--- config.mk ---
export PLATFORM = sky130hd
export DESIGN_NAME = tsc_ctrl
export DESIGN_NICKNAME = d
export VERILOG_FILES = /design/src/hw/rtl/tsc_pkg.sv /design/src/hw/rtl/tsc_ctrl.sv
export SDC_FILE = /design/constraint.sdc
export NUM_CORES = 1
export LEC_CHECK = 0
export ABC_AREA = 1
export BUFFER_PORTS_ARGS = -buffer_cell sky130_fd_sc_hd__buf_4
export CAP_MARGIN = 5
export CORE_UTILIZATION = 45
export CTS_CLUSTER_SIZE = 12
export DETAILED_ROUTE_END_ITERATION = 12
export MAX_ROUTING_LAYER = met4
export PLACE_DENSITY = 0.8
export SYNTH_ARGS = -nofsm -noshare
export SYNTH_HDL_FRONTEND = slang
export SYNTH_SLANG_ARGS = --single-unit
--- constraint.sdc ---
create_clock -name aclk -period 2.4 [get_ports aclk]
set_input_delay 0.24 -clock aclk [delete_from_list [all_inputs] [get_ports aclk]]
set_output_delay 0.24 -clock aclk [all_outputs]
set_load 0.005 [all_outputs]
--- src/hw/rtl/tsc_pkg.sv ---
// Shared types and constants for the topological sort block.
`timescale 1ns / 1ps
package tsc_pkg;
    localparam logic OP_ADD = 1'b0;
    localparam logic OP_RUN = 1'b1;

    localparam logic [1:0] ST_VERTEX  = 2'd0;
    localparam logic [1:0] ST_CYCLE   = 2'd1;
    localparam logic [1:0] ST_DROPPED = 2'd2;
    localparam logic [1:0] ST_EMPTY   = 2'd3;

    // Configuration register byte addresses.
    localparam logic [1:0] REG_VERTEX_COUNT = 2'd0;

    // Commands from the controller to the datapath.
    typedef struct packed {
        logic add_edge;    // store the captured edge
        logic clear_marks; // clear visited/on-path marks and the order count
        logic seed;        // start a walk at the start-vertex counter
        logic step;        // advance the walk by one step phase
        logic next_start;  // move the start-vertex counter up by one
        logic emit_load;   // load the output pointer from the order count
        logic emit_pop;    // move the output pointer down by one
        logic clear_store; // end of run: empty all lists
    } tsc_cmd_t;

    // Status from the datapath to the controller.
    typedef struct packed {
        logic walk_busy;   // walk stack is not empty
        logic cycle;       // back edge seen
        logic start_done;  // start counter has reached the used vertex count
        logic start_seen;  // vertex under the start counter is visited
        logic count_zero;  // vertex count is zero
        logic dropped;     // an edge was dropped since the last run
        logic emit_last;   // the output pointer is at the final entry
    } tsc_stat_t;
endpackage

--- src/hw/rtl/tsc_ctrl.sv ---
// Controller state machine of the topological sort.
`timescale 1ns / 1ps
module tsc_ctrl (
    input  logic               aclk,
    input  logic               aresetn,
    input  logic               in_valid,
    input  logic               in_op,
    output logic               in_ready,
    output logic               capture,
    input  tsc_pkg::tsc_stat_t stat,
    output tsc_pkg::tsc_cmd_t  cmd,
    output logic               out_load,
    output logic [1:0]         out_status,
    output logic               out_last,
    input  logic               out_free
);
    typedef enum logic [9:0] {
        S_IDLE  = 10'b0000000001,
        S_ADD   = 10'b0000000010,
        S_START = 10'b0000000100,
        S_SEED  = 10'b0000001000,
        S_WALK  = 10'b0000010000,
        S_ELOAD = 10'b0000100000,
        S_EREAD = 10'b0001000000,
        S_EMIT  = 10'b0010000000,
        S_FLAG  = 10'b0100000000,
        S_DONE  = 10'b1000000000
    } state_t;

    state_t state_reg, state_next;
    logic [1:0] flag_reg, flag_next;

    assign in_ready = (state_reg == S_IDLE);
    assign capture  = in_valid && in_ready;

    always_comb begin
        state_next = state_reg;
        flag_next  = flag_reg;
        cmd        = '0;
        out_load   = 1'b0;
        out_status = tsc_pkg::ST_VERTEX;
        out_last   = 1'b0;
        unique case (state_reg)
            S_IDLE: begin
                if (capture) begin
                    if (in_op == tsc_pkg::OP_ADD) begin
                        state_next = S_ADD;
                    end else if (stat.count_zero) begin
                        flag_next = tsc_pkg::ST_EMPTY;  state_next = S_FLAG;
                    end else if (stat.dropped) begin
                        flag_next = tsc_pkg::ST_DROPPED; state_next = S_FLAG;
                    end else begin
                        cmd.clear_marks = 1'b1; state_next = S_START;
                    end
                end
            end
            S_ADD: begin
                cmd.add_edge = 1'b1;
                state_next   = S_IDLE;
            end
            S_START: begin
                if (stat.start_done)      state_next = S_ELOAD;
                else if (stat.start_seen) cmd.next_start = 1'b1;
                else                      state_next = S_SEED;
            end
            // Start vertex list head is read during S_START.
            S_SEED: begin
                cmd.seed = 1'b1; state_next = S_WALK;
            end
            S_WALK: begin
                if (stat.cycle) begin
                    flag_next = tsc_pkg::ST_CYCLE; state_next = S_FLAG;
                end else if (stat.walk_busy) cmd.step = 1'b1;
                else begin
                    cmd.next_start = 1'b1; state_next = S_START;
                end
            end
            S_ELOAD: begin
                cmd.emit_load = 1'b1; state_next = S_EREAD;
            end
            S_EREAD: state_next = S_EMIT;
            S_EMIT: begin
                if (out_free) begin
                    out_load = 1'b1;
                    out_last = stat.emit_last;
                    if (stat.emit_last) state_next = S_DONE;
                    else begin
                        cmd.emit_pop = 1'b1; state_next = S_EREAD;
                    end
                end
            end
            S_FLAG: begin
                if (out_free) begin
                    out_load = 1'b1; out_status = flag_reg; out_last = 1'b1;
                    state_next = S_DONE;
                end
            end
            S_DONE: begin
                cmd.clear_store = 1'b1; state_next = S_IDLE;
            end
            default: state_next = S_IDLE;
        endcase
    end

    always_ff @(posedge aclk) begin
        if (!aresetn) begin
            state_reg <= S_IDLE;
            flag_reg  <= tsc_pkg::ST_VERTEX;
        end else begin
            state_reg <= state_next;
            flag_reg  <= flag_next;
        end
    end
endmodule

## Yosys cells after proc, flatten, opt, wreduce, memory -nomap -nowiden

Index checks and enable logic that the tools add are counted.

| storage, ports and cells | value |
|---|---|
| register bits after elaboration | 12 |
| latch bits | 0 |
| bits in writable memories | 0 |
| bits in read-only memories | 0 |
| output and inout bits | 14 |
| logic and storage cells | 68 |
| memories kept | 0 |

| operators by class | value |
|---|---|
| add/sub/neg operators | 0 |
| $mul | 0 |
| divide/modulo/power cells | 0 |
| magnitude comparators | 0 |
| equal/unequal tests | 18 |
| shifts and indexed selects | 0 |
| mux-type cells | 43 |
| bitwise logic cells | 0 |
| reduce and logical (&&, ||, !) cells | 5 |

Operator list:

| cell | number |
|---|---|
| 2-to-1 mux 10 bit | 10 |
| one-hot mux 10 bit (8 select lines) | 1 |
| 2-to-1 mux 1 bit | 20 |
| 2-to-1 mux 2 bit | 8 |
| == test 10 x 1 -> 1 bit, second input constant | 1 |
| == test 10 bit, second input constant | 1 |
| == test 10 x 2 -> 1 bit, second input constant | 1 |
| == test 10 x 3 -> 1 bit, second input constant | 1 |
| == test 10 x 4 -> 1 bit, second input constant | 1 |
| == test 10 x 5 -> 1 bit, second input constant | 1 |
| == test 10 x 6 -> 1 bit, second input constant | 1 |
| == test 10 x 7 -> 1 bit, second input constant | 1 |
| == test 10 x 8 -> 1 bit, second input constant | 1 |
| == test 10 x 9 -> 1 bit, second input constant | 1 |
| AND reduction 5 bit | 2 |
| 2-to-1 mux 9 bit | 1 |
| != test 2 bit, second input constant | 4 |
| != test 3 bit, second input constant | 2 |
| one-hot mux 1 bit (2 select lines) | 2 |
| one-hot mux 2 bit (2 select lines) | 1 |
| != test 3 x 1 -> 1 bit, second input constant | 1 |
| != test 2 x 1 -> 1 bit, second input constant | 1 |
| nonzero test 2 bit | 1 |
| OR reduction 2 bit | 1 |
| logical AND 1 bit | 1 |

## Longest topological paths before layout

Gate-level depths: netlist of run 1.

| depth | value |
|---|---|
| depth in word-level cells | 5 |
| gate-level depth with buffers | 11 |

## Worst setup path before layout of run 1

No wires, ideal clock.

| timing path | value |
|---|---|
| path kind | register to output |
| start point | register state_reg[7] |
| end point | output out_last |
| arrival | 1148 ps |
| required time | 2160 ps |
| setup slack | 1012 ps |
| cell stages (with the launch flop) | 8 |
| path buffers | 0 |
| cells stage by stage | dfxtp_1 > nor2_2 > nand2_4 > nor2_4 > nand2_4 > nand2_4 > inv_1 > a211oi_1 |

| between the ends | value |
|---|---|
| word-level cells in the longest chain between the ends | 2 |

RTL lines:

| item | RTL line | source |
|---|---|---|
| start, declared | tsc_ctrl.sv:30 | `state_t state_reg, state_next;` |
| start signal, assigned | tsc_ctrl.sv:110 | `state_reg <= state_next;` |
| == test 10 x 9 -> 1 bit or == test 10 x 8 -> 1 bit (tied branches) | tsc_ctrl.sv:43 | `unique case (state_reg)` |
| one-hot mux 1 bit (2 select lines) * | tsc_ctrl.sv:43 |  |
| end, declared | tsc_ctrl.sv:14 | `output logic out_last,` |

Mark *: on every way between the ends. The rest lies on a longest branch, timed or not.

## Worst setup path in the final report of run 1

Ends and elaborated chain as after synthesis.

==> reports/results.tsv, run 1 <==
metric	value	unit
outcome	finished clean	
yosysWarnings	0	
htree_levels	1	
clk_pin_slew	80	ps
fin_area	0.00119	mm^2
fp.dieW	47.5	um
cts-resized-gates	0	
largest_register_ffs	10	
synth_nets	151	
grt_overflow	0	
finalHoldViolations	0	
finalSetupViolCount	0	
portBuffers	25	
synth-simple-area-share	0.588	
synth_seq_area_share	0.257	
coreArea	0.00196	mm^2
start_util	0.476	
path_max_fanout	6	
row_count	16	
synth_area_leaders	dfxtp_1 26%, nor2_1 9.2%, inv_1 8.8%, nor2_4 8.4%, nand2_1 7.2%	
min_period	1920	ps
netlist_instances	139	
wl_per_cell	10.7	um
routed_via_density	4.87	
ir_drop	531	uV
post_cts.repair.setup_buffers	0	
area_growth	27.1	%
relSlewSlack	0.803	
arrival	1680	ps
nets	180	
drtIter0Drc	19	
rsz0062_at_grt	no	
cp-start-kind	flip-flop	
synthAdderAreaFrac	0	
max_slew.worst_pin.slew	296	ps
slew_viol_final	0	
grt_pass1_vias	836	
die_y	47.5	um
holdWs	198	ps
dieArea	0.00226	mm^2
cts_root_buffer	clkbuf_4	
ys_types	25	
clock_skew	4.49	ps
syn_area_per_cell	6.72	um^2
synth_xor_area_frac	0	
drc	0	
grt_max_degree	10	
num_vias	944	
cts_tree	yes	
required	2160	ps
drive_gt1_frac	0.353	
critPathKind	flip-flop to primary output	
synth_top_family_by_area	simple AND/OR/NAND/NOR gates	
worst_hold_path_type	primary input to flip-flop	
crit_path_end_kind	primary output	
routed_wl	2.08	mm
insertion_delay	280	ps
syn_area	933	um^2
final.period_utilization	0.801	
cts_made_buffers	3	
grt.total_usage	0.227	
power_leakage	0.635	nW
max_freq	520	MHz
drtAntennaViolNets	0	
powerDensity	854	mW/mm^2
synthMuxAreaShare	0	
ioPinCount	26	
cts.sinks	12	
ys_ff_latch	12	
synth_compound_area_frac	0.0442	
hold_buffers	0	
cts_max_path_buffers	2	
antenna_found_initial	0	
synth.largest_area_cell	dfxtp_1	
placed_cell_area	0.00115	mm^2
tns	0	ps
p_total	1.01	mW
place.gp.congestion	0.926	
grt_pass1_wl	3.46	mm
diodes	0	
dpl.hpwl	1.72	mm
synth_top_cell_area_share	0.257	
cap_violations	0	
firstDrtPassIters	4	
-- final cells by class --
type	count	area (um^2)
clock buffer	4	36.3
fill	198	776
inverter	26	97.6
multi-input combinational	100	591
sequential	12	240
tap	27	33.8
timing repair buffer	25	188
-- per-layer routing --
| layer | vias up | GRT usage | share of wire |
|---|---|---|---|
| met5 | - | - | 0 |
| met2 | 29 | 0.375 | 0.49 |
| met4 | 0 | 0.0778 | 0.021 |
| li1 | 490 | - | - |
| met1 | 421 | 0.255 | 0.43 |
| met3 | 4 | 0.0792 | 0.064 |
-- through the flow --
stage	cells	utilization	worst slack (ps)
global placement	190	0.586	850
CTS	194	0.605	469
floorplan	139	-	1010
global route	194	0.605	382
finish	194	0.605	478
detailed placement	190	0.586	775
-- path summary, 6_finish.rpt --
path	startpoint	to	slack, ps	cells past startpoint
min	stat[2]	flag_reg[0]	200	3
max reg2reg	state_reg[9]	state_reg[4]	970	10
max	state_reg[7]	out_last	480	8
min reg2reg	flag_reg[1]	flag_reg[1]	470	2
-- worst max-delay path, cell delays in order, from the launching register on --
cell and delay (ps):
dfxtp_1 340, nor2_2 200, nand2_4 120, nor2_4 160, nand2_4 90, nand2_4 100
inv_1 60, a211oi_1 190, buf_4 150
-- Yosys cell counts, drive strengths merged --
library cell / instances
nand3: 17
nor3b: 2
and2: 1
dfxtp: 12
nor2: 33
o21ai: 3
a21oi: 3
or2: 1
inv: 26
nand2: 28
a211oi: 1
nor3: 7
nand4: 3
and3: 1
buf: 1
-- power by group --
| group | switching [mW] | total [mW] | internal (mW) |
|---|---|---|---|
| Sequential | 0.0266 | 0.266 | 0.239 |
| Combinational | 0.370 | 0.582 | 0.211 |
| Clock | 0.0731 | 0.165 | 0.0923 |
-- cell families after synthesis --
| group | count (synthesis) |
|---|---|
| AND/OR/NAND/NOR | 93 |
| buffers and inverters | 27 |
| flip-flops | 12 |
| AO/OA/AOI/OAI | 7 |
-- layout by cell type (no fill, tap or decap), drive strengths merged --
master	n
clkbuf	4
and3	1
or2	1
dfxtp	12
nor2	33
nor3b	2
a211oi	1
a21oi	3
nand3	17
o21ai	3
nand2	28
nand4	3
buf	25
inv	26
and2	1
nor3	7
Power figures use the tool's default switching activity.
==> run 2, diff against run 1 <==
Clock period 2.4 ns to 1.9 ns, I/O delays scaled along.
==> reports/results.tsv, run 2 (same netlist as run 1, synthesis figures left out) <==
metric	value	unit
cts.sinks	12	
cap_violations	0	
p_seq_frac	0.256	
max_freq	557	MHz
fp.dieW	47.5	um
ioPinCount	26	
cts_max_path_buffers	2	
clk_pin_slew	80	ps
nets	185	
row_count	16	
htree_levels	1	
final.period_utilization	0.945	
ir_drop	718	uV
finalHoldViolations	0	
power_leakage	0.660	nW
fillCellCount	201	
cpMostUsedCell	nand2_4	
internal_power	719	uW
coreArea	0.00196	mm^2
worst_hold_path_type	primary input to flip-flop	
p_total	1.35	mW
area_growth	33.4	%
final_common_cell	buf_4	
grt_max_degree	10	
routed_wl	2.34	mm
portBuffers	25	
rsz0062_at_grt	no	
largest_register_ffs	10	
slowest_stage	dfxtp_1	
drtIter0Drc	24	
grt_pass1_vias	808	
grt_pass1_wl	3.46	mm
power.switching	627	uW
grt_overflow	0	
drtAntennaViolNets	0	
path_max_fanout	6	
p_clk_frac	0.161	
cts_made_buffers	3	
drc	0	
outcome	finished clean	
cp_top_family	simple AND/OR/NAND/NOR gates	
dieArea	0.00226	mm^2
slew_viol_final	0	
crit_path_end_kind	primary output	
arrival	1610	ps
die_y	47.5	um
grt.total_usage	0.236	
drive_gt1_frac	0.395	
place.gp.congestion	0.926	
cts_root_buffer	clkbuf_4	
required	1710	ps
diodes	0	
routed_via_density	4.95	
critPathKind	flip-flop to primary output	
dpl.hpwl	1.74	mm
combPwrFrac	0.584	
cp_cell_sequence	nor2_4 > nand2_4 > nor2_4 > nand2_4 > nand2_4 > inv_1 > a211oi_2 > buf_4	
crit_buf_inv	2	
firstDrtPassIters	4	
insertion_delay	290	ps
num_vias	985	
relSlewSlack	0.789	
cp-start-kind	flip-flop	
finalSetupViolCount	0	
hold_buffers	0	
slowest_delay	350	ps
tns	0	ps
cts_tree	yes	
clock_skew	2.25	ps
powerDensity	1080	mW/mm^2
min_period	1800	ps
wl_per_cell	11.7	um
max_slew.worst_pin.slew	316	ps
swShare	0.466	
start_util	0.476	
antenna_found_initial	0	
final_cell_mix	30 x buf_4, 22 x inv_1, 21 x nor2_1	
-- run 2: per-stage QoR --
| stage | utilization | std cells | area [um^2] | setup slack (ps) | hold slack (ps) |
|---|---|---|---|---|---|
| 2_1_floorplan | - | 139 | 933 | 562 | 325 |
| 3_3_place_gp | 0.586 | 190 | 1150 | 400 | 429 |
| 3_5_place_dp | 0.586 | 190 | 1150 | 324 | 443 |
| 4_1_cts | 0.607 | 194 | 1190 | 27.7 | 146 |
| 5_1_grt | 0.635 | 199 | 1240 | 2.19 | 158 |
| 6_report | 0.635 | 199 | 1240 | 104 | 138 |
-- run 2: worst reg2reg max path, stage by stage (launching register included) --
cell,delay (ps)
dfxtp_1,340
nor2_4,170
buf_4,150
nand3_2,90
nor2_4,200
nand2_2,90
nand2_2,90
inv_2,50
nand3_4,70
nand2_1,60
nand2_1,50
nor2_1,40
-- run 2: power groups by stage --
stage / clock network (mW) / registers, mW / logic [mW]
finish: 0.216 / 0.344 / 0.786
global route: 0.230 / 0.347 / 0.869
CTS: 0.216 / 0.338 / 0.741
detailed placement: 0 / 0.342 / 0.736
global placement: 0 / 0.338 / 0.710
floorplan: 0 / 0.334 / 0.557
-- run 2: cell type report --
class / count / area, um^2 / share of cell area
multi-input cells: 100 / 611 / 0.490
flip-flops and latches: 12 / 241 / 0.194
repair buffers: 30 / 225 / 0.181
inverters: 26 / 97.6 / 0.0784
clock buffers: 4 / 36.3 / 0.0291
well taps: 27 / 33.8 / 0.0271
-- run 2: final timing paths --
kind | endpoint | start | depth (start not counted) | slack, ps
worst max-delay path | out_last | state_reg[6] | 8 | 100
worst min-delay path | flag_reg[0] | stat[2] | 3 | 140
worst max register to register | state_reg[7] | state_reg[8] | 11 | 410
worst min register to register | flag_reg[1] | flag_reg[1] | 2 | 470
-- run 2: per-layer routing --
layer | track usage | up-vias | part of all wire | wire length, um
met5 | - | - | 0 | 0
met3 | 0.0679 | 5 | 0.057 | 133
met1 | 0.265 | 444 | 0.43 | 1010
li1 | - | 501 | - | -
met2 | 0.378 | 35 | 0.48 | 1130
met4 | 0.122 | 0 | 0.028 | 65
-- run 2: timing repair --
action | CTS | global route
pin swaps | 0 | 4
resized for setup | 1 | 5
setup buffers | 0 | 5
setup endpoints to repair | 1 | 2
